<file path="config.mk">
export PLATFORM = sky130hd
export DESIGN_NAME = jddm_cordic
export DESIGN_NICKNAME = d
export VERILOG_FILES = /design/src/hdl/jddm_pkg.sv /design/src/hdl/jddm_cordic.sv
export SDC_FILE = /design/constraint.sdc
export NUM_CORES = 2
export LEC_CHECK = 0
export ABC_AREA = 1
export BUFFER_PORTS_ARGS = -buffer_cell sky130_fd_sc_hd__buf_2
export CORE_MARGIN = 5
export CORE_UTILIZATION = 50
export DETAILED_ROUTE_END_ITERATION = 8
export PLACE_DENSITY_LB_ADDON = 0.25
export SYNTH_ARGS = -nofsm -noshare
export SYNTH_HDL_FRONTEND = slang
export SYNTH_SLANG_ARGS = --single-unit
</file>
<file path="constraint.sdc">
create_clock -name clk -period 36.6 [get_ports clk]
set_clock_uncertainty 0.15 [all_clocks]
set_input_delay 3.66 -clock clk [delete_from_list [all_inputs] [get_ports clk]]
set_output_delay 3.66 -clock clk [all_outputs]
set_load 0.05 [all_outputs]
</file>
<file path="src/hdl/jddm_pkg.sv">
// Shared types, codes and constants of the joystick differential-drive mixer.
// Used by every module in this folder; depends on nothing.
`timescale 1ns / 1ps
package jddm_pkg;

	localparam int CURVE_TABLE_DEPTH_DEF = 256;
	localparam int ANGLE_FRAC_BITS_DEF   = 7;

	typedef struct packed {
		logic signed [7:0] dir_x;
		logic signed [7:0] dir_y;
		logic [6:0]        distance;
	} joy_t;

	typedef struct packed {
		logic [3:0] bridge_pattern;
		logic [7:0] left_duty;
		logic [7:0] right_duty;
	} drive_t;

	// Bridge patterns, bit 3 drives in1.
	localparam logic [3:0] PAT_STOP  = 4'b0000;
	localparam logic [3:0] PAT_FWD   = 4'b1010;
	localparam logic [3:0] PAT_BACK  = 4'b0101;
	localparam logic [3:0] PAT_RIGHT = 4'b0110;
	localparam logic [3:0] PAT_LEFT  = 4'b1001;

	// Configuration register indexes.
	localparam int         CFG_IDX_W    = 1;
	localparam logic [0:0] REG_MIN_DUTY = 1'b0;
	localparam logic [0:0] REG_MAX_DUTY = 1'b1;
	localparam logic [7:0] MIN_DUTY_RST = 8'd100;
	localparam logic [7:0] MAX_DUTY_RST = 8'd255;

	// Total pipeline depth: the CORDIC runs in stages 2 to 7 beside the front
	// stages 1 to 4, and the curve stages 8 to 13 follow it.
	localparam int NUM_STAGES = 13;

	// CORDIC in Q20 degrees.
	localparam int CORDIC_STEPS     = 20;
	localparam int CORDIC_PER_STAGE = 4;
	localparam int CORDIC_STAGES    = CORDIC_STEPS / CORDIC_PER_STAGE;
	localparam int CORD_W           = 30;
	localparam int Z_W              = 29;
	localparam logic [25:0] DEG45_Q20 = 26'd47185920;
	localparam logic [25:0] ATAN_Q20 [CORDIC_STEPS] = '{
		26'd47185920, 26'd27855475, 26'd14718068, 26'd7471121, 26'd3750058,
		26'd1876857,  26'd938658,   26'd469357,   26'd234682,  26'd117342,
		26'd58671,    26'd29335,    26'd14668,    26'd7334,    26'd3667,
		26'd1833,     26'd917,      26'd458,      26'd229,     26'd115
	};

	// Exact division by 10000 for dividends below 2^22.
	localparam logic [22:0] RECIP_10K       = 23'd6871948;
	localparam int          RECIP_10K_SHIFT = 36;
	// Exact division by 45 for dividends below 2^16.
	localparam logic [18:0] RECIP_45        = 19'd372828;
	localparam int          RECIP_45_SHIFT  = 24;
	localparam int          NUM45_W         = 16;

	localparam int RATIO_W = 13;

	// What travels beside the angle path.
	typedef struct packed {
		logic [3:0] pattern;
		logic       xpos;
		logic [7:0] base;
	} side_t;

endpackage

</file>
<file path="src/hdl/jddm_cordic.sv">
// Vectoring CORDIC for the deviation angle, four iterations per stage.
// Stages 2 to 7 of the pipeline; depends on jddm_pkg.
`timescale 1ns / 1ps
module jddm_cordic (
	input  logic                        clk,
	input  logic [5:0]                  load,
	input  logic [6:0]                  m_s1,
	input  logic [6:0]                  big_s1,
	output logic signed [jddm_pkg::Z_W-1:0] z_s7,
	output logic                        zero_s7,
	output logic                        diag_s7
);
	import jddm_pkg::*;

	logic signed [CORD_W-1:0] x_st [CORDIC_STAGES+1];
	logic signed [CORD_W-1:0] y_st [CORDIC_STAGES+1];
	logic signed [Z_W-1:0]    z_st [CORDIC_STAGES+1];
	logic                     zero_st [CORDIC_STAGES+1];
	logic                     diag_st [CORDIC_STAGES+1];

	always_ff @(posedge clk) begin
		if (load[0]) begin
			x_st[0]    <= $signed({3'b000, big_s1, 20'd0});
			y_st[0]    <= $signed({3'b000, m_s1, 20'd0});
			z_st[0]    <= '0;
			zero_st[0] <= (m_s1 == 7'd0);
			diag_st[0] <= (m_s1 == big_s1);
		end
	end

	for (genvar g = 0; g < CORDIC_STAGES; g++) begin : g_stage
		logic signed [CORD_W-1:0] xi [CORDIC_PER_STAGE+1];
		logic signed [CORD_W-1:0] yi [CORDIC_PER_STAGE+1];
		logic signed [Z_W-1:0]    zi [CORDIC_PER_STAGE+1];

		always_comb begin
			xi[0] = x_st[g];
			yi[0] = y_st[g];
			zi[0] = z_st[g];
			for (int k = 0; k < CORDIC_PER_STAGE; k++) begin
				if (yi[k] >= 0) begin
					xi[k+1] = xi[k] + (yi[k] >>> (g * CORDIC_PER_STAGE + k));
					yi[k+1] = yi[k] - (xi[k] >>> (g * CORDIC_PER_STAGE + k));
					zi[k+1] = zi[k] + $signed({3'b000, ATAN_Q20[g * CORDIC_PER_STAGE + k]});
				end else begin
					xi[k+1] = xi[k] - (yi[k] >>> (g * CORDIC_PER_STAGE + k));
					yi[k+1] = yi[k] + (xi[k] >>> (g * CORDIC_PER_STAGE + k));
					zi[k+1] = zi[k] - $signed({3'b000, ATAN_Q20[g * CORDIC_PER_STAGE + k]});
				end
			end
		end

		always_ff @(posedge clk) begin
			if (load[g+1]) begin
				x_st[g+1]    <= xi[CORDIC_PER_STAGE];
				y_st[g+1]    <= yi[CORDIC_PER_STAGE];
				z_st[g+1]    <= zi[CORDIC_PER_STAGE];
				zero_st[g+1] <= zero_st[g];
				diag_st[g+1] <= diag_st[g];
			end
		end
	end

	assign z_s7    = z_st[CORDIC_STAGES];
	assign zero_s7 = zero_st[CORDIC_STAGES];
	assign diag_s7 = diag_st[CORDIC_STAGES];

endmodule

</file>
# --- Word-level counts from Yosys, hierarchy flattened ---
# Memories as Yosys holds them, arrays and structs flattened.
# Index checks and enable logic that the tools add are counted.
classes:
  reduce_logical: 1
  magnitude_cmp: 20
  n_addsub: 119
  eq_ne: 1
  mux: 72
op_table:
  columns: ["cell", "n"]
  rows:
  - ["30-bit two-way mux", 40]
  - ["30-bit by 1-bit greater-or-equal comparator with 1-bit output (second input constant)", 20]
  - ["29-bit two-way mux", 20]
  - ["30-bit by 11-bit adder with 30-bit output", 2]
  - ["30-bit by 12-bit adder with 30-bit output", 2]
  - ["30-bit by 13-bit adder with 30-bit output", 2]
  - ["30-bit by 14-bit adder with 30-bit output", 2]
  - ["30-bit by 15-bit adder with 30-bit output", 2]
  - ["30-bit by 16-bit adder with 30-bit output", 2]
  - ["30-bit by 17-bit adder with 30-bit output", 2]
  - ["30-bit by 18-bit adder with 30-bit output", 2]
  - ["30-bit by 19-bit adder with 30-bit output", 2]
  - ["30-bit by 20-bit adder with 30-bit output", 2]
  - ["30-bit by 21-bit adder with 30-bit output", 2]
  - ["30-bit by 22-bit adder with 30-bit output", 2]
  - ["30-bit by 23-bit adder with 30-bit output", 2]
  - ["30-bit by 24-bit adder with 30-bit output", 2]
  - ["30-bit by 25-bit adder with 30-bit output", 2]
  - ["30-bit by 26-bit adder with 30-bit output", 2]
  - ["30-bit by 27-bit adder with 30-bit output", 2]
  - ["30-bit by 28-bit adder with 30-bit output", 2]
  - ["30-bit by 29-bit adder with 30-bit output", 2]
  - ["30-bit by 11-bit subtractor with 30-bit output", 2]
  - ["30-bit by 12-bit subtractor with 30-bit output", 2]
  - ["62 further kinds", 91]
word_totals:
  input_bits: 21
  output_inout_bits: 31
  elab_cells: 218
  regBits: 0
  ram_bits: 546
  memories: 5
memory_table:
  columns: ["memory", "depth", "width", "rd", "rd_ports_with_merged_regs", "write_ports", "line_no", "rtl"]
  rows:
  - ["x_st", 6, 30, 5, 0, 6, "jddm_cordic.sv:15", "logic signed [CORD_W-1:0] x_st [CORDIC_STAGES+1];"]
  - ["y_st", 6, 30, 5, 0, 6, "jddm_cordic.sv:16", "logic signed [CORD_W-1:0] y_st [CORDIC_STAGES+1];"]
  - ["z_st", 6, 29, 6, 0, 6, "jddm_cordic.sv:17", "logic signed [Z_W-1:0] z_st [CORDIC_STAGES+1];"]
  - ["diag_st", 6, 1, 6, 0, 6, "jddm_cordic.sv:19", "logic diag_st [CORDIC_STAGES+1];"]
  - ["zero_st", 6, 1, 6, 0, 6, "jddm_cordic.sv:18", "logic zero_st [CORDIC_STAGES+1];"]

# --- Longest topological paths before layout ---
logic_depth:
  depth_word: 8
  ltp_mapped: 114
  mapped_depth_nobuf: 109

# --- Least setup slack after synthesis ---
# No wires, ideal clock.
synth_timing:
  kind: "register -> register"
  startpoint: "memory y_st[1][14]"
  endpoint: "memory x_st[2][29] (data pin)"
  path_stages_with_launch: 79
  synth_period_minus_slack_ps: 13832
  path_buffers: 6
  required_ps: 36167
  arrival_ps: 13399
  setup_time_ps: 283
  slack_ps: 22768
  path_cell_list: "edfxtp_1 inv_2 ha_1 nand2_1 nor2_1 nand4_1 nor4_1 inv_1 nor3_1 inv_1 ha_1 buf_4 buf_6 clkbuf_1 inv_1 clkbuf_1 nor2_1 xor2_1 [... 43 more ...] a21oi_1 o21ai_0 nand2_1 nand2_1 a21oi_1 o21ai_0 nand2_1 nand2_1 a21oi_1 o21bai_1 nand3_1 nand2_1 nand3_1 nand2_1 nand3_1 nor2_1 nor2_1 xor2_1"
synth_lines:
  columns: ["item", "line_no"]
  rows:
  - ["start: declaration", "jddm_cordic.sv:16"]
  - ["end: declaration", "jddm_cordic.sv:15"]

==> impl_metrics.json <==
{
  "outcome": "complete, no violations",
  "arrival_ps": 16630,
  "cts_sinks": 375,
  "drv_slew": 0,
  "cts_resized": 0,
  "worst_pin_slew_ps": 970,
  "ff_latch_area_um2": 11300,
  "tns_ps": 0,
  "relSlewSlack_pct": 35.1,
  "period_needed_ps": 16400,
  "cp-start-kind": "register",
  "hold_start": "diag_st[2]",
  "fin_nets": 13550,
  "ys_seq_area_share_pct": 13.7,
  "ys_async_sr_fraction_pct": 0,
  "setup_viol": 0,
  "fillers": 16321,
  "avgSynthCellArea_um2": 6.88,
  "worstSetupPathType": "reg2reg",
  "antenna_left": 0,
  "hold_class": "reg2reg",
  "synth_edf_count": 375,
  "num_antenna_cells": 0,
  "ff2ff_setup_slack_ps": 20200,
  "crit_slowest_cell": "a211oi_1",
  "hold_path_depth": 0,
  "synth_top_area_share_pct": 20.3,
  "post-cts-setup-buffer-count": 0,
  "yosysWarnings": 0,
  "vias": 78428,
  "fp.dieW_um": 416,
  "clock_latency_ps": 660,
  "rows": 149,
  "wl_per_cell_um": 15.8,
  "cp-startpoint": "y_st[1][14]",
  "area_growth_pct": 5.87,
  "grt_first_pass_wirelength_mm": 369,
  "htree_levels": 2,
  "synthTopCellsByArea": "ha_1 20%, edfxtp_1 14%, xor2_1 13%, nand2_1 10%, a21oi_1 8.3%",
  "finalWirelength_mm": 228,
  "max_cap_viol_count": 0,
  "grt_antenna_before_repair": 0,
  "required_ps": 36830,
  "hold_buffers": 0,
  "drtIter0Drc": 5269,
  "hpwl_mm": 197,
  "max_stage_delay_ps": 710,
  "finalWeightedCongestion": 0.943,
  "hold_violations": 0,
  "io_buffers": 50,
  "r2r.worst_path.cells": 77,
  "viasPerCell": 5.45,
  "fin_crit_sh_pct": 44.8,
  "cp_max_fo": 51,
  "clk_path_buf_depth": 3,
  "first_global_vias": 74538,
  "cts_tree": "yes",
  "synthCells": 11987,
  "layout-drive-gt1-share_pct": 3.06,
  "grtUsageTotal_pct": 25.1,
  "dieHeight_um": 416,
  "fmax_ghz": 0.0610,
  "ios": 52,
  "synth_flop_cell": "edfxtp_1",
  "hold_path_end": "diag_st[3]",
  "synth_seq_cells": 375,
  "core_um2": 164000,
  "r2r-end": "y_st[2][29]",
  "grt_overflow": 0,
  "die_area_um2": 173000,
  "reg2reg_from": "y_st[1][14]",
  "start_util_pct": 50.1,
  "drc": 0,
  "grt_max_degree": 76,
  "grt_setup_unrepaired": "false",
  "synthesis.area_um2": 82400,
  "clockRootBuffer": "clkbuf_16",
  "clkTransAtPathRegs_ps": 60,
  "critPathCaptureType": "register",
  "numCtsBuffers": 47,
  "multiInputGateArea_um2": 64800,
  "firstDrtPassIters": 6,
  "synth_cell_type_count": 80,
  "yosys.area.top_type": "ha_1"
}
[worst max path at each step]
stage	to	slack, ps	depth (start not counted)
3_5_place_dp	x_st[4][28]	20290	97
5_1_grt	x_st[4][28]	18460	99
2_1_floorplan	x_st[2][29]	22770	78
3_3_place_gp	x_st[4][28]	20450	99
4_1_cts	x_st[4][28]	20290	97
6_report	y_st[2][29]	20200	77
[logic make-up after synthesis]
group	share of synthesized area, %
xor gates and xnor gates	17.5
other	0.00911
muxes	0.0364
DFF	13.7
AOI/OAI and AO/OA	17.1
adders and majority gates	21.2
and+or+nand+nor	22.0
buffers and inverters	8.39
[stage by stage]
stage	cells	utilization, %	worst slack [ps]	cell area [um^2]	hold slack (ps)
2_1_floorplan	12117	-	22770	82900	250
3_3_place_gp	14293	52.1	20450	85700	253
3_5_place_dp	14293	52.1	20290	85700	255
4_1_cts	14381	53.1	20290	87300	268
5_1_grt	14381	53.1	18460	87300	276
6_report	14381	53.1	20200	87300	267
[synth_stat cells (all sizes together) (3+ instances only)]
cell type,number
clkinv,7
or2,41
a31oi,84
ha,1336
buf,45
xor2,1212
a21oi,1385
clkbuf,51
nand2,2364
and2,9
o221a,4
o221ai,9
o21ai,598
fa,40
a21o,42
or4,3
and3,4
nand3,533
a21boi,54
o2111ai,9
a221oi,14
nand4,132
or3,4
o41ai,13
o22ai,8
o311ai,4
nand3b,35
nor3,179
a41oi,5
o31ai,52
mux2i,3
o211ai,38
inv,1704
nor4,60
nor2,895
edfxtp,375
a211oi,53
xnor2,425
o21a,37
nor3b,5
o21bai,104
[layout by cell type (no fill, tap or decap), drive strengths merged, types with 8 or more instances in the layout]
cell type  count
a211oi        53
a21boi        54
a21o          42
a21oi       1385
a221oi        14
a31oi         84
and2           9
buf           83
clkbuf        54
clkinv        25
conb         132
edfxtp       375
fa            40
ha          1336
inv         1712
nand2       2364
nand3        533
nand3b        35
nand4        132
nor2         895
nor3         179
nor4          60
o2111ai        9
o211ai        38
o21a          37
o21ai        598
o21bai       104
o221ai         9
o22ai          8
o31ai         52
o41ai         13
or2           41
xnor2        425
xor2        1212
[final cells by class]
cell class	instances	share of cell area, %
well taps	2189	3.14
flip-flops and latches	375	12.9
inverters	1711	7.36
clock buffers	54	1.40
multi-input cells	9935	74.2
clock inverters	34	0.404
repair buffers	83	0.579
[per-layer routing]
metal | up-vias | wire (um) | track usage, %
met3 | 415 | 8210 | 1.69
met2 | 1665 | 109000 | 45.2
met1 | 35777 | 102000 | 31.9
met4 | 0 | 8520 | 8.55
met5 | - | 0 | 0
li1 | 40571 | - | -
[critical path: cells and delay by family (launching register included)]
| family | cells | cell delay [ps] |
|---|---|---|
| simple gates | 32 | 4940 |
| compound gates | 17 | 4780 |
| buf+inv | 15 | 2410 |
| fa+ha+maj | 7 | 2040 |
| xor+xnor | 6 | 1140 |
| flops | 1 | 610 |
[flip-flops by register name, summed over array words and instances, names as in the netlist]
name     count
zero_st      6
y_st       113
z_st       138
x_st       112
diag_st      6
Power is left out: the tool's default activity adds up to more than one toggle a clock period on the data nets, which glitch-free logic cannot reach.
