## src/hdl/jddm_pkg.sv

```systemverilog
// Shared types, codes and constants of the joystick differential-drive mixer.
// Used by every module in this folder; depends on nothing.
`timescale 1ns / 1ps
package jddm_pkg;

	localparam int CURVE_TABLE_DEPTH_DEF = 256;
	localparam int ANGLE_FRAC_BITS_DEF   = 7;

	typedef struct packed {
		logic signed [7:0] dir_x;
		logic signed [7:0] dir_y;
		logic [6:0]        distance;
	} joy_t;

	typedef struct packed {
		logic [3:0] bridge_pattern;
		logic [7:0] left_duty;
		logic [7:0] right_duty;
	} drive_t;

	// Bridge patterns, bit 3 drives in1.
	localparam logic [3:0] PAT_STOP  = 4'b0000;
	localparam logic [3:0] PAT_FWD   = 4'b1010;
	localparam logic [3:0] PAT_BACK  = 4'b0101;
	localparam logic [3:0] PAT_RIGHT = 4'b0110;
	localparam logic [3:0] PAT_LEFT  = 4'b1001;

	// Configuration register indexes.
	localparam int         CFG_IDX_W    = 1;
	localparam logic [0:0] REG_MIN_DUTY = 1'b0;
	localparam logic [0:0] REG_MAX_DUTY = 1'b1;
	localparam logic [7:0] MIN_DUTY_RST = 8'd100;
	localparam logic [7:0] MAX_DUTY_RST = 8'd255;

	// Total pipeline depth: the CORDIC runs in stages 2 to 7 beside the front
	// stages 1 to 4, and the curve stages 8 to 13 follow it.
	localparam int NUM_STAGES = 13;

	// CORDIC in Q20 degrees.
	localparam int CORDIC_STEPS     = 20;
	localparam int CORDIC_PER_STAGE = 4;
	localparam int CORDIC_STAGES    = CORDIC_STEPS / CORDIC_PER_STAGE;
	localparam int CORD_W           = 30;
	localparam int Z_W              = 29;
	localparam logic [25:0] DEG45_Q20 = 26'd47185920;
	localparam logic [25:0] ATAN_Q20 [CORDIC_STEPS] = '{
		26'd47185920, 26'd27855475, 26'd14718068, 26'd7471121, 26'd3750058,
		26'd1876857,  26'd938658,   26'd469357,   26'd234682,  26'd117342,
		26'd58671,    26'd29335,    26'd14668,    26'd7334,    26'd3667,
		26'd1833,     26'd917,      26'd458,      26'd229,     26'd115
	};

	// Exact division by 10000 for dividends below 2^22.
	localparam logic [22:0] RECIP_10K       = 23'd6871948;
	localparam int          RECIP_10K_SHIFT = 36;
	// Exact division by 45 for dividends below 2^16.
	localparam logic [18:0] RECIP_45        = 19'd372828;
	localparam int          RECIP_45_SHIFT  = 24;
	localparam int          NUM45_W         = 16;

	localparam int RATIO_W = 13;

	// What travels beside the angle path.
	typedef struct packed {
		logic [3:0] pattern;
		logic       xpos;
		logic [7:0] base;
	} side_t;

endpackage

```

## src/hdl/jddm_front.sv

```systemverilog
// Front stages: input saturation, sector choice and base speed (stages 1 to 4).
// Depends on jddm_pkg.
`timescale 1ns / 1ps
module jddm_front (
	input  logic           clk,
	input  logic [3:0]     load,
	input  jddm_pkg::joy_t joy,
	input  logic [7:0]     min_duty,
	input  logic [7:0]     max_duty,
	output logic [6:0]     m_s1,
	output logic [6:0]     big_s1,
	output jddm_pkg::side_t side_s4
);
	import jddm_pkg::*;

	function automatic logic signed [7:0] sat100(input logic signed [7:0] v);
		if (v > 8'sd100) begin
			return 8'sd100;
		end
		if (v < -8'sd100) begin
			return -8'sd100;
		end
		return v;
	endfunction

	logic signed [7:0] x_c, y_c;
	logic [6:0]        ax_c, ay_c, dist_c;
	logic [3:0]        pat_c;

	logic [3:0]  pat_s1, pat_s2, pat_s3;
	logic        xpos_s1, xpos_s2, xpos_s3;
	logic [13:0] d2_s1;
	logic [21:0] mag_s2;
	logic        neg_s2, neg_s3;
	logic [7:0]  quo_s3;

	logic signed [8:0]  span;
	logic signed [23:0] prod;
	logic [44:0]        qprod;
	logic signed [9:0]  base_sum;

	always_comb begin
		x_c    = sat100(joy.dir_x);
		y_c    = sat100(joy.dir_y);
		ax_c   = x_c[7] ? 7'(-x_c) : x_c[6:0];
		ay_c   = y_c[7] ? 7'(-y_c) : y_c[6:0];
		dist_c = (joy.distance > 7'd100) ? 7'd100 : joy.distance;
		if (x_c == 8'sd0 && y_c == 8'sd0) begin
			pat_c = PAT_STOP;
		end else if (ay_c > ax_c && y_c[7]) begin
			pat_c = PAT_FWD;
		end else if (ay_c > ax_c) begin
			pat_c = PAT_BACK;
		end else if (x_c > 8'sd0) begin
			pat_c = PAT_RIGHT;
		end else begin
			pat_c = PAT_LEFT;
		end
	end

	always_ff @(posedge clk) begin
		if (load[0]) begin
			pat_s1  <= pat_c;
			xpos_s1 <= (x_c > 8'sd0);
			m_s1    <= (ax_c < ay_c) ? ax_c : ay_c;
			big_s1  <= (ax_c < ay_c) ? ay_c : ax_c;
			d2_s1   <= dist_c * dist_c;
		end
	end

	assign span = $signed({1'b0, max_duty}) - $signed({1'b0, min_duty});
	assign prod = span * $signed({1'b0, d2_s1});

	always_ff @(posedge clk) begin
		if (load[1]) begin
			pat_s2  <= pat_s1;
			xpos_s2 <= xpos_s1;
			neg_s2  <= prod[23];
			mag_s2  <= prod[23] ? 22'(-prod) : prod[21:0];
		end
	end

	// Truncation toward zero: divide the magnitude, restore the sign later.
	assign qprod = mag_s2 * RECIP_10K;

	always_ff @(posedge clk) begin
		if (load[2]) begin
			pat_s3  <= pat_s2;
			xpos_s3 <= xpos_s2;
			neg_s3  <= neg_s2;
			quo_s3  <= qprod[RECIP_10K_SHIFT +: 8];
		end
	end

	assign base_sum = $signed({2'b00, min_duty})
		+ (neg_s3 ? -$signed({2'b00, quo_s3}) : $signed({2'b00, quo_s3}));

	always_ff @(posedge clk) begin
		if (load[3]) begin
			side_s4.pattern <= pat_s3;
			side_s4.xpos    <= xpos_s3;
			side_s4.base    <= base_sum[7:0];
		end
	end

endmodule

```

## config.mk

```make
export PLATFORM = sky130hd
export DESIGN_NAME = jddm_front
export DESIGN_NICKNAME = d
export VERILOG_FILES = /design/src/hdl/jddm_pkg.sv /design/src/hdl/jddm_front.sv
export SDC_FILE = /design/constraint.sdc
export NUM_CORES = 1
export LEC_CHECK = 0
export ABC_AREA = 0
export BUFFER_PORTS_ARGS = -buffer_cell sky130_fd_sc_hd__buf_2
export CAP_MARGIN = 40
export CORE_AREA = 2 2 181 183
export CTS_CLUSTER_SIZE = 25
export DETAILED_ROUTE_END_ITERATION = 10
export DIE_AREA = 0 0 183 185
export PLACE_DENSITY = 0.71
export SYNTH_ARGS = -nofsm -noshare
export SYNTH_HDL_FRONTEND = slang
export SYNTH_SLANG_ARGS = --single-unit
```

## constraint.sdc

```tcl
create_clock -name clk -period 9.1 [get_ports clk]
set_clock_uncertainty 0.15 [all_clocks]
set_input_delay 0.91 -clock clk [delete_from_list [all_inputs] [get_ports clk]]
set_output_delay 0.91 -clock clk [all_outputs]
set_load 0.03 [all_outputs]
```

Word-level counts from Yosys, hierarchy flattened
Cells that the tools add are included.
- logic and storage cells: 63
- bits in registers: 88
- reductions and logical operators: 5
- $lt $le $gt $ge: 8
- muxes and demuxes: 24
- $mul: 3
- $add $sub $neg: 6
- operators with widths (cell ; count):
    two-way mux 8 bit ; 9
    multiplier 22 x 21 -> 42 bit (second input constant) ; 1
    two-way mux 7 bit ; 5
    multiplier 9 x 15 -> 24 bit ; 1
    two-way mux 22 bit ; 1
    negation 22 bit ; 1
    greater-than comparator 8 bit (second input constant) ; 2
    logical NOT 8 bit ; 2
    less-than comparator 8 bit (second input constant) ; 2
    multiplier 7 x 7 -> 14 bit ; 1
    negation 7 bit ; 2
    two-way mux 4 bit ; 3
    subtractor 8 x 8 -> 9 bit ; 1
    adder 8 bit ; 1
    greater-than comparator 8 x 1 -> 1 bit (second input constant) ; 1
    negation 8 bit ; 1
    greater-than comparator 7 bit ; 1
    greater-than comparator 7 bit (second input constant) ; 1
    less-than comparator 7 bit ; 1
    two-way mux 1 bit ; 6
    logical AND 1 bit ; 2
    OR reduction 2 bit ; 1

Depth between registers and ports, before layout
- word-level depth: 10
- depth in mapped cells: 32
- depth with buffers taken out: 31

Least setup slack after synthesis
No wires, ideal clock.
- path kind: input port to flip-flop
- start: in min_duty[2]
- end: reg mag_s2[12], data pin
- required time: 8.676 ns
- setup time: 0.274 ns
- path buffers: 1
- arrival time: 7.371 ns
- stages: 30
- path slack: 1.305 ns
- path through: inv_1 -> ha_1 -> nor2b_1 -> o21ai_0 -> nand2b_1 -> and2_1 -> o21ai_0 -> nand2_1 -> a21o_1 -> a21o_1 -> or2_2 -> fa_1 -> fa_1 -> inv_1 -> fa_1 -> fa_1 -> inv_1 -> fa_1 -> inv_1 -> ha_1 -> or2_2 -> o311a_2 -> o2111ai_2 -> a21oi_1 -> o21ai_2 -> o21ai_2 -> xor2_2 -> buf_2 -> nor2_1 -> xor2_1
- longest elaborated chain between the ends: 4
- ends and longest elaborated chain (item ; RTL line ; source):
    start: declaration ; jddm_front.sv:8 ; input logic [7:0] min_duty,
    subtractor 8 x 8 -> 9 bit (*) ; jddm_front.sv:71 ; assign span = $signed({1'b0, max_duty}) - $signed({1'b0, min_duty});
    multiplier 9 x 15 -> 24 bit (*) ; jddm_front.sv:72 ; assign prod = span * $signed({1'b0, d2_s1});
    negation 22 bit ; jddm_front.sv:79 ; mag_s2 <= prod[23] ? 22'(-prod) : prod[21:0];
    two-way mux 22 bit (*) ; jddm_front.sv:79 ;
    end signal: assignment ; jddm_front.sv:79 ;
    end: declaration ; jddm_front.sv:33 ; logic [21:0] mag_s2;
Mark *: on every way between the ends. The rest lies on a longest branch, timed or not.
A chain may end at the register's enable or synchronous reset.

Worst setup path after layout
- start: in min_duty[1]
- end: reg mag_s2[3], data pin
- RTL lines (item ; RTL line ; source):
    subtractor 8 x 8 -> 9 bit ; jddm_front.sv:71 ;
    multiplier 9 x 15 -> 24 bit ; jddm_front.sv:72 ;
    named net prod[23] ; jddm_front.sv:38 ; logic signed [23:0] prod;
    two-way mux 22 bit ; jddm_front.sv:79 ;
The timed path passes the listed nets, and every way through them passes these cells.

==> impl_metrics.py <==
metrics = {
    "setup_path": {
        "start_kind": "input port",
        "cp-end-kind": "flip-flop",
        "crit_arrival_ns": 8.01,
        "crit_path_start": "min_duty[1]",
        "slowest_delay_ns": 0.76,
        "worstSetupPathType": "in -> reg",
        "cpMaxStageDelayCell": "xnor2_1",
        "r2r_start": "mag_s2[13]$_DFFE_PP_",
        "required_ns": 9.05,
        "ff2ff_path_depth": 21,
        "cp_max_fo": 13,
    },
    "worst_hold_path": {
        "hold-path-cell-count": 0,
        "holdCritStartpoint": "pat_s2[2]$_DFFE_PP_",
        "min_path_type": "reg -> reg",
    },
    "die": {
        "ios": 71,
        "fp.coreArea_sq_mm": 0.0320,
        "dieArea_sq_mm": 0.0339,
        "dieHeight_um": 185,
        "start_util": 0.539,
        "placementRows": 66,
        "die_width_um": 183,
    },
    "synth": {
        "netlist_instances": 1689,
        "synthDistinctLibCells": 72,
        "syn_area_per_cell_sq_um": 10.2,
        "synth-compound-area-share": 0.0665,
        "yosys.area_share.adder": 0.539,
        "ys_async_sr_fraction": 0,
        "yosys.area_share.xor_xnor": 0.0429,
        "syn_area_sq_mm": 0.0173,
        "ys_seq_elements": 87,
        "synth_top_family_by_area": "adder cells",
        "yosys.area_share.simple": 0.101,
        "synth-warning-count": 0,
        "synth_mux_area_frac": 0.00413,
        "synth_ff_type": "edfxtp_1",
        "yosysSeqAreaShare": 0.151,
        "synth-edff-count": 87,
    },
    "cells_and_area": {
        "finalCoreUtilization": 0.575,
        "synthToLayoutAreaGrowth_pct": 6.70,
        "fin_area_sq_mm": 0.0184,
        "final_net_count": 2385,
        "drive_above_1_share": 0.0702,
        "num_antenna_cells": 0,
    },
    "cts": {
        "cts_htree_levels": 3,
        "numCtsBuffers": 9,
        "cts_hold_buf": 0,
        "path_clk_slew_ns": 0.07,
        "cts_root_buf": "clkbuf_16",
        "cts_tree": "yes",
        "post_cts_resized": 0,
        "clockBufferDepth": 2,
        "cts.sinks": 87,
        "clk-insertion-delay-late_ns": 0.35,
        "cts_setup_buffers": 0,
    },
    "route": {
        "via_count": 11597,
        "drt_wl_total_mm": 36.8,
        "drt_iter0_drc": 578,
        "post_drt_wl_per_cell_um": 16.9,
        "ant_nets": 0,
        "via_per_inst": 5.33,
        "first_pass_iters": 5,
        "drc_errors": 0,
    },
    "flow_run": {
        "max_cap_viol_count": 0,
    },
    "global_route": {
        "gr-total-overflow": 0,
        "antenna_found_initial": 0,
        "grt_start_max_net_pins": 33,
        "grt_pass1_wl_mm": 62.1,
        "first_global_vias": 12481,
        "track_usage": 0.234,
    },
    "timing": {
        "slew_headroom": 0.342,
        "finalHoldViolations": 0,
        "fmax_mhz": 124,
        "min_period_over_period": 0.886,
        "fin_setup_tns_ns": 0,
        "grt_setup_unrepaired": "no",
        "finalSetupViolations": 0,
        "drv_slew": 0,
        "worst_slew_pin_slew_ns": 0.980,
        "timing.final.crit_period_ns": 8.07,
        "timing.hold.ws_ns": 0.269,
    },
    "placement": {
        "port_buffers": 70,
        "place_congestion": 0.950,
        "dp_hpwl_mm": 32.0,
        "placed_area_sq_mm": 0.0181,
    },
    "status": {
        "status": "finished clean",
    },
}
-- metal layers --
layer  wire length (um)  share of wire  vias to the layer above  GRT usage
met5                  0              0                        -          0
met4                704          0.019                        0     0.0531
met3               1610          0.044                       54     0.0305
met2              18400           0.50                      260      0.413
met1              16100           0.44                     5749      0.309
li1                   -              -                     5534          -
-- cell families after synthesis --
group                    Yosys count
AO/OA/AOI/OAI                    165
XOR/XNOR                          83
adder cells (fa/ha/maj)          579
buffers and inverters            435
flip-flops                        87
multiplexers                       7
other                              2
AND/OR/NAND/NOR                  331
-- worst max-delay path: cells and delay by family --
kind | cells | cell delay [ns]
AOI/OAI and AO/OA | 9 | 1.44
xor gates and xnor gates | 3 | 1.14
adders and majority gates | 7 | 2.88
buffers and inverters | 8 | 0.83
and+or+nand+nor | 4 | 0.79
-- cell usage in the layout (no fill, tap or decap), drive strengths merged, types with 19 or more instances in the layout --
master / netlist / final
nor2: 70 / 70
xor2: 22 / 22
fa: 276 / 276
nand2b: 32 / 32
buf: 4 / 78
inv: 414 / 416
xnor2: 61 / 61
a21o: 19 / 19
a21oi: 38 / 38
ha: 303 / 303
o21ai: 36 / 36
nand2: 67 / 67
edfxtp: 87 / 87
and2: 63 / 63
-- layout make-up --
cell class              count  area [sq um]
flip-flops and latches     87          2610
repair buffers             78           410
clock inverters             7          78.8
well taps                 408           510
inverters                 414          1550
multi-input cells        1172         13000
clock buffers               9           225
fillers                  2765         13600
-- stage by stage --
step | setup slack, ns | cells
finish | 1.03 | 2175
floorplan | 1.30 | 1694
CTS | 1.08 | 2175
detailed placement | 0.713 | 2159
global route | 0.609 | 2175
global placement | 0.916 | 2159
-- path summary, 6_finish.rpt --
kind	slack (ns)	endpoint
min reg2reg	0.27	pat_s3[2]$_DFFE_PP_
max reg2reg	1.97	quo_s3[7]$_DFFE_PP_
max	1.03	mag_s2[3]$_DFFE_PP_
min	0.27	pat_s3[2]$_DFFE_PP_
-- cells in the mapped netlist, types with 3 or more instances --
master	number	area (sq um)
and2_1	63	394
a31oi_1	11	68.8
o21ai_1	4	20.0
o21a_1	8	60.1
xnor2_1	60	526
a21o_1	19	143
a211oi_1	3	22.5
nor2_1	68	255
buf_2	3	15.0
nor3b_1	4	30.0
a211oi_2	3	37.5
nand2_1	67	251
o21bai_1	10	75.1
clkbuf_1	16	60.1
o21ai_0	29	145
nand4_1	7	43.8
o211ai_1	3	22.5
o21ai_2	3	26.3
nor2b_1	11	68.8
a311o_1	3	30.0
a41oi_1	4	35.0
edfxtp_1	87	2610
a21oi_1	38	190
or2_2	6	37.5
nor4_1	4	25.0
and3_1	15	93.8
xor2_1	21	184
inv_1	413	1550
a221oi_1	3	26.3
o31ai_1	3	22.5
nand3_1	17	85.1
fa_1	276	5530
nor3_1	18	90.1
nand2b_1	32	200
or3_1	6	37.5
mux2i_1	6	60.1
ha_1	303	3790
-- registers in the layout, indices dropped and copies added, names as in the netlist --
name / count
quo_s3: 8
pat_s1: 4
d2_s1: 13
xpos_s3: 1
side_s4: 13
m_s1: 7
pat_s2: 4
mag_s2: 22
neg_s2: 1
xpos_s2: 1
big_s1: 7
pat_s3: 4
neg_s3: 1
xpos_s1: 1
Power is left out: the tool's default activity adds up to more than one toggle a clock period on the data nets, which glitch-free logic cannot reach.
